--- src/drive_history_shift_store_unit_assert.svh ---
// Assertion macros for the drive history shift store.
// Included by modules that carry concurrent checks; expects i_clk and i_rst_n in scope.
`ifndef DRIVE_HISTORY_SHIFT_STORE_UNIT_ASSERT_SVH
`define DRIVE_HISTORY_SHIFT_STORE_UNIT_ASSERT_SVH

// same-cycle implication
`define DHS_ASSERT_NOW(lbl, ante, cons, msg) \
    lbl: assert property (@(posedge i_clk) disable iff (!i_rst_n) (ante) |-> (cons)) \
        else $error(msg);

// next-cycle implication
`define DHS_ASSERT_NEXT(lbl, ante, cons, msg) \
    lbl: assert property (@(posedge i_clk) disable iff (!i_rst_n) (ante) |=> (cons)) \
        else $error(msg);

`endif

--- src/dhs_pkg.sv ---
// Package for the drive history shift store: codes, entry and search types.
// No dependencies.
package dhs_pkg;

    localparam int FUNC_W = 3;
    localparam int DIR_W  = 3;
    localparam int DIST_W = 24;

    typedef logic [FUNC_W-1:0]        t_func;
    typedef logic [DIR_W-1:0]         t_dir;
    typedef logic signed [DIST_W-1:0] t_dist;

    localparam t_func FUNC_PUSH   = 3'd0;
    localparam t_func FUNC_POP    = 3'd1;
    localparam t_func FUNC_UPDATE = 3'd2;
    localparam t_func FUNC_CLEAR  = 3'd3;

    localparam t_dir DIR_FORWARD = 3'd0;
    localparam t_dir DIR_ROT_CW  = 3'd2;
    localparam t_dir DIR_ROT_CCW = 3'd3;
    localparam t_dir DIR_NONE    = 3'd5;

    localparam logic [1:0] ROT_DEFAULT = 2'd3;

    typedef struct packed {
        t_dir  dir;
        t_dist distance;
    } t_entry;

    typedef struct packed {
        logic shift_prev;
        logic shift_next;
        logic load_dist;
        logic clear;
    } t_cell_op;

    typedef struct packed {
        logic       rot_seen;
        logic [1:0] rot;
        logic [1:0] nfwd;
        t_dist      fwd0;
        t_dist      fwd1;
        t_dist      fwd2;
    } t_search;

endpackage

--- src/dhs_in_if.sv ---
// Command channel of the drive history shift store: valid, ready, operation and move.
// Depends on dhs_pkg.
interface dhs_in_if;
    logic               valid;
    logic               ready;
    dhs_pkg::t_func     func;
    dhs_pkg::t_dir      move_direction;
    dhs_pkg::t_dist     move_distance;

    modport source (output valid, output func, output move_direction, output move_distance,
                    input ready);
    modport sink   (input valid, input func, input move_direction, input move_distance,
                    output ready);
endinterface

--- src/dhs_out_if.sv ---
// Result channel of the drive history shift store: valid, ready, rotate and forward data.
// Depends on dhs_pkg.
interface dhs_out_if;
    logic           valid;
    logic           ready;
    logic [1:0]     last_rotate;
    logic [1:0]     forward_found;
    dhs_pkg::t_dist forward_dist_first;
    dhs_pkg::t_dist forward_dist_second;
    dhs_pkg::t_dist forward_dist_third;

    modport source (output valid, output last_rotate, output forward_found,
                    output forward_dist_first, output forward_dist_second,
                    output forward_dist_third, input ready);
    modport sink   (input valid, input last_rotate, input forward_found,
                    input forward_dist_first, input forward_dist_second,
                    input forward_dist_third, output ready);
endinterface

--- src/dhs_cell.sv ---
// One store cell: holds a move, shifts with its neighbors, and passes the search wave on.
// Depends on dhs_pkg.
module dhs_cell (
    input  logic             i_clk,
    input  logic             i_rst_n,
    input  dhs_pkg::t_cell_op i_op,
    input  dhs_pkg::t_entry  i_prev,
    input  dhs_pkg::t_entry  i_next,
    output dhs_pkg::t_entry  o_entry,
    input  dhs_pkg::t_search i_srch,
    input  logic             i_srch_valid,
    input  logic             i_hold,
    output dhs_pkg::t_search o_srch,
    output logic             o_srch_valid
);
    import dhs_pkg::*;

    t_entry  r_entry, n_entry;
    t_search r_srch, n_srch;
    logic    r_srch_valid, n_srch_valid;

    always_comb begin
        n_entry = r_entry;
        priority if (i_op.clear) begin
            n_entry.dir      = DIR_NONE;
            n_entry.distance = '0;
        end else if (i_op.shift_prev) begin
            n_entry = i_prev;
        end else if (i_op.shift_next) begin
            n_entry = i_next;
        end else if (i_op.load_dist) begin
            n_entry.distance = i_prev.distance;
        end else begin
            n_entry = r_entry;
        end
    end

    always_comb begin
        n_srch = i_srch;
        if (!i_srch.rot_seen && (r_entry.dir == DIR_ROT_CW || r_entry.dir == DIR_ROT_CCW)) begin
            n_srch.rot      = r_entry.dir[1:0];
            n_srch.rot_seen = 1'b1;
        end
        if (r_entry.dir == DIR_FORWARD) begin
            unique case (i_srch.nfwd)
                2'd0: begin
                    n_srch.fwd0 = r_entry.distance;
                    n_srch.nfwd = 2'd1;
                end
                2'd1: begin
                    n_srch.fwd1 = r_entry.distance;
                    n_srch.nfwd = 2'd2;
                end
                2'd2: begin
                    n_srch.fwd2 = r_entry.distance;
                    n_srch.nfwd = 2'd3;
                end
                default: n_srch.nfwd = i_srch.nfwd;
            endcase
        end
        n_srch_valid = i_srch_valid || (i_hold && r_srch_valid);
    end

    always_ff @(posedge i_clk) begin
        if (!i_rst_n) begin
            r_entry.dir      <= DIR_NONE;
            r_entry.distance <= '0;
            r_srch_valid     <= 1'b0;
        end else begin
            r_entry      <= n_entry;
            r_srch_valid <= n_srch_valid;
        end
    end

    always_ff @(posedge i_clk) begin
        if (i_srch_valid) begin
            r_srch <= n_srch;
        end
    end

    assign o_entry      = r_entry;
    assign o_srch       = r_srch;
    assign o_srch_valid = r_srch_valid;

endmodule

--- src/drive_history_shift_store_unit.sv ---
// Top level of the drive history shift store: a chain of DEPTH cells plus result register.
// Depends on dhs_pkg, dhs_in_if, dhs_out_if, dhs_cell and the assertion header.
//
//  channel | role   | handshake     | payload
//  i_cmd   | sink   | valid/ready   | func, move_direction, move_distance
//  o_res   | source | valid/ready   | last_rotate, forward_found, forward_dist_first..third
//
// For each item the store updates at the accepting edge, then a search wave walks the cell
// chain one cell per cycle, then the result register loads once the output is free.
// One item is in flight at a time; the next is accepted once the result is registered.
// A stalled result holds in the output register, and a second finished wave waits in the
// tail cell. Reset is synchronous and sets every entry to direction none, distance 0.
`include "drive_history_shift_store_unit_assert.svh"

module drive_history_shift_store_unit #(
    parameter int DEPTH = 16
) (
    input  logic   i_clk,
    input  logic   i_rst_n,
    dhs_in_if.sink   i_cmd,
    dhs_out_if.source o_res
);
    import dhs_pkg::*;

    logic r_busy, n_busy;
    logic r_start;
    logic r_out_valid, n_out_valid;
    logic [1:0] r_last_rotate;
    logic [1:0] r_forward_found;
    t_dist r_dist_first, r_dist_second, r_dist_third;

    logic accept, take, tail_hold;
    t_entry   head_in, tail_in;
    t_search  srch_init;
    t_entry   w_entry [DEPTH];
    t_search  w_srch  [DEPTH];
    logic [DEPTH-1:0] w_srch_valid;
    t_search  tail_srch;

    assign accept      = i_cmd.valid && !r_busy;
    assign i_cmd.ready = !r_busy;

    assign head_in.dir      = i_cmd.move_direction;
    assign head_in.distance = i_cmd.move_distance;
    assign tail_in.dir      = DIR_NONE;
    assign tail_in.distance = '0;

    assign srch_init.rot_seen = 1'b0;
    assign srch_init.rot      = ROT_DEFAULT;
    assign srch_init.nfwd     = 2'd0;
    assign srch_init.fwd0     = '0;
    assign srch_init.fwd1     = '0;
    assign srch_init.fwd2     = '0;

    assign tail_srch = w_srch[DEPTH-1];
    assign take      = w_srch_valid[DEPTH-1] && (!r_out_valid || o_res.ready);
    assign tail_hold = w_srch_valid[DEPTH-1] && !take;

    for (genvar k = 0; k < DEPTH; k++) begin : g_cell
        t_cell_op op;
        t_entry   prev, next;
        t_search  srch_in;
        logic     srch_in_valid;
        logic     hold;

        assign op.shift_prev = accept && (i_cmd.func == FUNC_PUSH);
        assign op.shift_next = accept && (i_cmd.func == FUNC_POP);
        assign op.clear      = accept && (i_cmd.func == FUNC_CLEAR);

        if (k == 0) begin : g_head
            assign op.load_dist    = accept && (i_cmd.func == FUNC_UPDATE);
            assign prev            = head_in;
            assign srch_in         = srch_init;
            assign srch_in_valid   = r_start;
        end else begin : g_body
            assign op.load_dist    = 1'b0;
            assign prev            = w_entry[k-1];
            assign srch_in         = w_srch[k-1];
            assign srch_in_valid   = w_srch_valid[k-1];
        end

        if (k == DEPTH - 1) begin : g_tail
            assign next = tail_in;
            assign hold = tail_hold;
        end else begin : g_mid
            assign next = w_entry[k+1];
            assign hold = 1'b0;
        end

        dhs_cell u_cell (
            .i_clk        (i_clk),
            .i_rst_n      (i_rst_n),
            .i_op         (op),
            .i_prev       (prev),
            .i_next       (next),
            .o_entry      (w_entry[k]),
            .i_srch       (srch_in),
            .i_srch_valid (srch_in_valid),
            .i_hold       (hold),
            .o_srch       (w_srch[k]),
            .o_srch_valid (w_srch_valid[k])
        );
    end

    always_comb begin
        n_busy = r_busy;
        if (accept) begin
            n_busy = 1'b1;
        end else if (take) begin
            n_busy = 1'b0;
        end
        n_out_valid = r_out_valid && !o_res.ready;
        if (take) begin
            n_out_valid = 1'b1;
        end
    end

    always_ff @(posedge i_clk) begin
        if (!i_rst_n) begin
            r_busy      <= 1'b0;
            r_start     <= 1'b0;
            r_out_valid <= 1'b0;
        end else begin
            r_busy      <= n_busy;
            r_start     <= accept;
            r_out_valid <= n_out_valid;
        end
    end

    always_ff @(posedge i_clk) begin
        if (take) begin
            r_last_rotate   <= tail_srch.rot;
            r_forward_found <= tail_srch.nfwd[1] ? tail_srch.nfwd : 2'd0;
            r_dist_first    <= tail_srch.fwd0;
            r_dist_second   <= tail_srch.fwd1;
            r_dist_third    <= tail_srch.fwd2;
        end
    end

    assign o_res.valid               = r_out_valid;
    assign o_res.last_rotate         = r_last_rotate;
    assign o_res.forward_found       = r_forward_found;
    assign o_res.forward_dist_first  = r_dist_first;
    assign o_res.forward_dist_second = r_dist_second;
    assign o_res.forward_dist_third  = r_dist_third;

    `DHS_ASSERT_NOW(a_single_wave, 1'b1, $onehot0(w_srch_valid), "more than one search wave")
    `DHS_ASSERT_NOW(a_busy_has_wave, r_busy, r_start || (|w_srch_valid), "busy with no wave")
    `DHS_ASSERT_NEXT(a_take_frees, take, r_out_valid && !r_busy, "result load did not free")
    `DHS_ASSERT_NOW(a_start_busy, r_start, r_busy && !(|w_srch_valid), "wave start while idle")

endmodule
--- src/flat_wrapper.sv ---
// flat-port wrapper written by rule: the top's interface ports become plain ports
module drive_history_shift_store_unit_flat import dhs_pkg::*;
#(
    parameter int DEPTH = 16
)
  (i_clk, i_rst_n, i_cmd_valid, i_cmd_func, i_cmd_move_direction, i_cmd_move_distance, i_cmd_ready, o_res_valid, o_res_last_rotate, o_res_forward_found, o_res_forward_dist_first, o_res_forward_dist_second, o_res_forward_dist_third, o_res_ready);
  dhs_in_if i_cmd_i ();
  dhs_out_if o_res_i ();
  input  logic i_clk;
  input  logic i_rst_n;
  input wire logic [$bits(i_cmd_i.valid)-1:0] i_cmd_valid;
  input wire logic [$bits(i_cmd_i.func)-1:0] i_cmd_func;
  input wire logic [$bits(i_cmd_i.move_direction)-1:0] i_cmd_move_direction;
  input wire logic [$bits(i_cmd_i.move_distance)-1:0] i_cmd_move_distance;
  output wire logic [$bits(i_cmd_i.ready)-1:0] i_cmd_ready;
  output wire logic [$bits(o_res_i.valid)-1:0] o_res_valid;
  output wire logic [$bits(o_res_i.last_rotate)-1:0] o_res_last_rotate;
  output wire logic [$bits(o_res_i.forward_found)-1:0] o_res_forward_found;
  output wire logic [$bits(o_res_i.forward_dist_first)-1:0] o_res_forward_dist_first;
  output wire logic [$bits(o_res_i.forward_dist_second)-1:0] o_res_forward_dist_second;
  output wire logic [$bits(o_res_i.forward_dist_third)-1:0] o_res_forward_dist_third;
  input wire logic [$bits(o_res_i.ready)-1:0] o_res_ready;
  assign i_cmd_i.valid = i_cmd_valid;
  assign i_cmd_i.func = i_cmd_func;
  assign i_cmd_i.move_direction = i_cmd_move_direction;
  assign i_cmd_i.move_distance = i_cmd_move_distance;
  assign i_cmd_ready = i_cmd_i.ready;
  assign o_res_valid = o_res_i.valid;
  assign o_res_last_rotate = o_res_i.last_rotate;
  assign o_res_forward_found = o_res_i.forward_found;
  assign o_res_forward_dist_first = o_res_i.forward_dist_first;
  assign o_res_forward_dist_second = o_res_i.forward_dist_second;
  assign o_res_forward_dist_third = o_res_i.forward_dist_third;
  assign o_res_i.ready = o_res_ready;
  drive_history_shift_store_unit #(.DEPTH(DEPTH)) u_core (.i_clk(i_clk), .i_rst_n(i_rst_n), .i_cmd(i_cmd_i), .o_res(o_res_i));
endmodule
--- config.mk ---
export PLATFORM = sky130hd
export DESIGN_NAME = drive_history_shift_store_unit_flat
export DESIGN_NICKNAME = d
export VERILOG_FILES = /design/src/dhs_pkg.sv /design/src/dhs_in_if.sv /design/src/dhs_out_if.sv /design/src/dhs_cell.sv /design/src/drive_history_shift_store_unit.sv /design/src/flat_wrapper.sv
export VERILOG_INCLUDE_DIRS = /design/src /design/src/src
export SDC_FILE = /design/constraint.sdc
export NUM_CORES = 2
export LEC_CHECK = 0
export BUFFER_PORTS_ARGS = -buffer_cell sky130_fd_sc_hd__buf_2
export CORE_UTILIZATION = 50
export CTS_CLUSTER_SIZE = 16
export DETAILED_ROUTE_END_ITERATION = 10
export PLACE_DENSITY = 0.69
export RECOVER_POWER = 100
export REMOVE_ABC_BUFFERS = 1
export SLEW_MARGIN = 30
export SYNTH_ARGS = -nofsm -noshare
export SYNTH_HDL_FRONTEND = slang
export SYNTH_SLANG_ARGS = --single-unit
--- constraint.sdc ---
create_clock -name i_clk -period 5.7 [get_ports i_clk]
set_input_delay 1.14 -clock i_clk [delete_from_list [all_inputs] [get_ports i_clk]]
set_output_delay 1.14 -clock i_clk [all_outputs]
set_load 0.005 [all_outputs]
==> flow_summary.toml <==
[timing]
setup_ws_ns = 1.646
worst_pin_slew_ns = 4.471
relSlewSlack_pct = -198.0
slew_violations = 1802
grt_setup_unrepaired = "no"
setup_viol = 0
period_minus_slack_ns = 4.055
whs_ns = 0.4163
fmax_mhz = 246.6
hold_viol = 0
finalClockSkew_ns = 0.02801
finalCritPeriodShare_pct = 71.13
fin_tns_setup_ns = 0

[worst_setup_path]
start_kind = "primary input"
path_max_fanout = 92
worst_path_most_repeated_cell = "clkbuf_1"
cp_slowest_cell = "clkbuf_1"
worst_path_largest_cell_delay_ns = 1.63
crit_buf_inv = 4
cp.required_ns = 6.37
critical-path-top-delay-family = "buffers and inverters"
path_class = "primary input to flip-flop"
arrival_ns = 4.73
cp_cell_sequence = "buf_2 > clkbuf_1 > o21ai_4 > clkbuf_1 > buf_12 > a211oi_1"
end_kind = "flip-flop"

[synth]
synth.top_cell.area_share_pct = 52.74
syn_inst = 4594
synth_area_leaders = "edfxtp_1, mux2_2, dfxtp_1"
ys_seq_area_share_pct = 65.59
async_reset_ff_share_pct = 0
synth_edf_count = 1234
synth_common_cells = "edfxtp_1, mux2_2, dfxtp_1"
synth_area_sq_um = 70260
yosys_most_used_dff = "edfxtp_1"
yosys.area.top_type = "edfxtp_1"
yosysMostFrequentCell = "edfxtp_1"
yosys_warnings = 0
synth_cell_types = 45
avgSynthCellArea_sq_um = 15.29
synth-seq-cells = 1685

[cells_and_area]
area_delta_synth_final_pct = 10.39
nets = 4722
drive_gt1_share_pct = 27.45
utilization_pct = 55.59
n_antenna_cell = 0

[pwr]
pwr-share-comb_pct = 2.5
leakage_nw = 25.87
sw_frac_of_total_pct = 20.43
pwr_density_cell_nw_per_um2 = 320.8
cellInternalPower_mw = 19.80
pwr-share-seq_pct = 53.8
ir_worst_vdd_uv = 225.6
p_clk_share_pct = 43.7
p_switching_mw = 5.083

[flow_run]
cap_violations = 52

[clock_network]
ctsHoldBuffers = 0
cts_resized = 0
cts_buffers = 171
cts_tree = "yes"
clockBufferDepth = 3
postCtsSetupBuffers = 0
htreeDepth = 4
clkLatencyLatePin_ns = 0.78
clock-sinks = 1685
cts-root-buf = "clkbuf_16"
clk_pin_slew_ns = 0.06

[floorplan]
die_area_sq_um = 142000
boundaryPins = 112
die_x_um = 376.9
die_y_um = 376.9
coreArea_sq_um = 139500
start_util_pct = 50.35
rows = 137

[global_routing]
grt_max_degree = 156
grt_pass1_wl_mm = 206.6
grt_util_all_layers_pct = 17.87
grt_overflow = 0
grt_pass1_vias = 36280
antenna_found_initial = 0

[placed_design]
hpwl_mm = 81.30
place_ws_ns = 2.134
gp_congestion = 0.7550
portBuffers = 111

[route]
vias_per_cell = 5.356
ant_nets = 0
drcViolationCount = 0
drtPass1Iterations = 5
wl_per_cell_um = 18.96
finalWirelength_mm = 127.2
drtIter0Drc = 2115
num_vias = 35950

[run_status]
violations = "max-capacitance violations, max-slew violations"
outcome = "finished with violations"

[hold_path]
hold_class = "flip-flop to flip-flop"
## per-stage QoR
step,instance area [sq um],power [mW],std cells
after floorplan,68720,14.32,4307
after global placement,72480,14.24,6382
after detailed placement,72530,14.28,6384
after CTS,78020,25.14,6705
after global routing,77560,25.69,6711
final,77560,24.88,6711
## cell usage in the layout (no fill, tap or decap), types with 27 or more instances in the layout
cell and instances:
dfxtp_1 445, a211oi_1 351, buf_2 77, a21oi_1 34
and2_0 46, nand3b_1 42, o211ai_1 30, clkbuf_1 163
clkbuf_8 27, clkbuf_16 177, edfxtp_1 1234, nor3_1 35
mux2_1 74, and2_1 46, mux2i_1 381, nor2_1 419
nand2b_1 30, nand2_1 57, mux2_2 949
## metal layers
metal,track usage [%],share of wire (%),up-vias
met5,0,0,-
met4,4.840,1.7,0
met3,2.616,3.5,177
met2,28.29,46,549
met1,25.71,49,17460
li1,-,-,17760
## kinds of logic (layout without fill, tap and decap cells)
| family | count (synthesis) | in the layout | share of synthesized area [%] |
|---|---|---|---|
| adder cells (fa/ha/maj) | 1 | 1 | 0.01781 |
| AND/OR/NAND/NOR | 752 | 752 | 5.501 |
| multiplexers | 1404 | 1404 | 21.82 |
| AO/OA/AOI/OAI | 463 | 463 | 4.867 |
| other | 1 | 1 | 0.005337 |
| buffers and inverters | 288 | 529 | 2.192 |
| flip-flops | 1685 | 1685 | 65.59 |
## worst paths after layout
path,end,slack [ns],start,cells after the start
hold reg to reg,u_core.o_res.last_rotate[0],0.42,u_core.g_cell[15].u_cell.o_srch[74],0
setup reg to reg,u_core.g_cell[4].u_cell.o_srch[74],1.72,u_core.g_cell[3].u_cell.o_srch_valid,1
hold / removal,u_core.o_res.last_rotate[0],0.42,u_core.g_cell[15].u_cell.o_srch[74],0
setup / recovery,u_core.g_cell[12].u_cell.o_entry[5],1.65,i_rst_n,6
## sequential cells by signal, summed over array words and instances (netlist names), 2 cells and up
name,flops
u_core.o_res.forward_dist_first,24
u_core.o_res.last_rotate,2
u_core.g_cell.u_cell.o_srch,1158
u_core.o_res.forward_dist_third,24
u_core.g_cell.u_cell.o_srch_valid,16
u_core.o_res.forward_found,2
u_core.g_cell.u_cell.o_entry,432
u_core.o_res.forward_dist_second,24
## area by class of cell
cell class	count	area (sq um)
clock inverter	54	454.2
inverter	1	3.754
timing repair buffer	207	1126
fill	11090	61970
clock buffer	267	5037
tap	1876	2347
multi-input combinational	2621	22500
sequential	1685	46090
## power by group through the flow
stage	Clock (mW)	Combinational, mW	Sequential [mW]
floorplan	0	0.755	13.6
global placement	0	0.616	13.6
detailed placement	0	0.644	13.6
CTS	11.1	0.646	13.4
global route	11.6	0.700	13.4
finish	10.9	0.632	13.4
(Power assumes the default switching activity.)
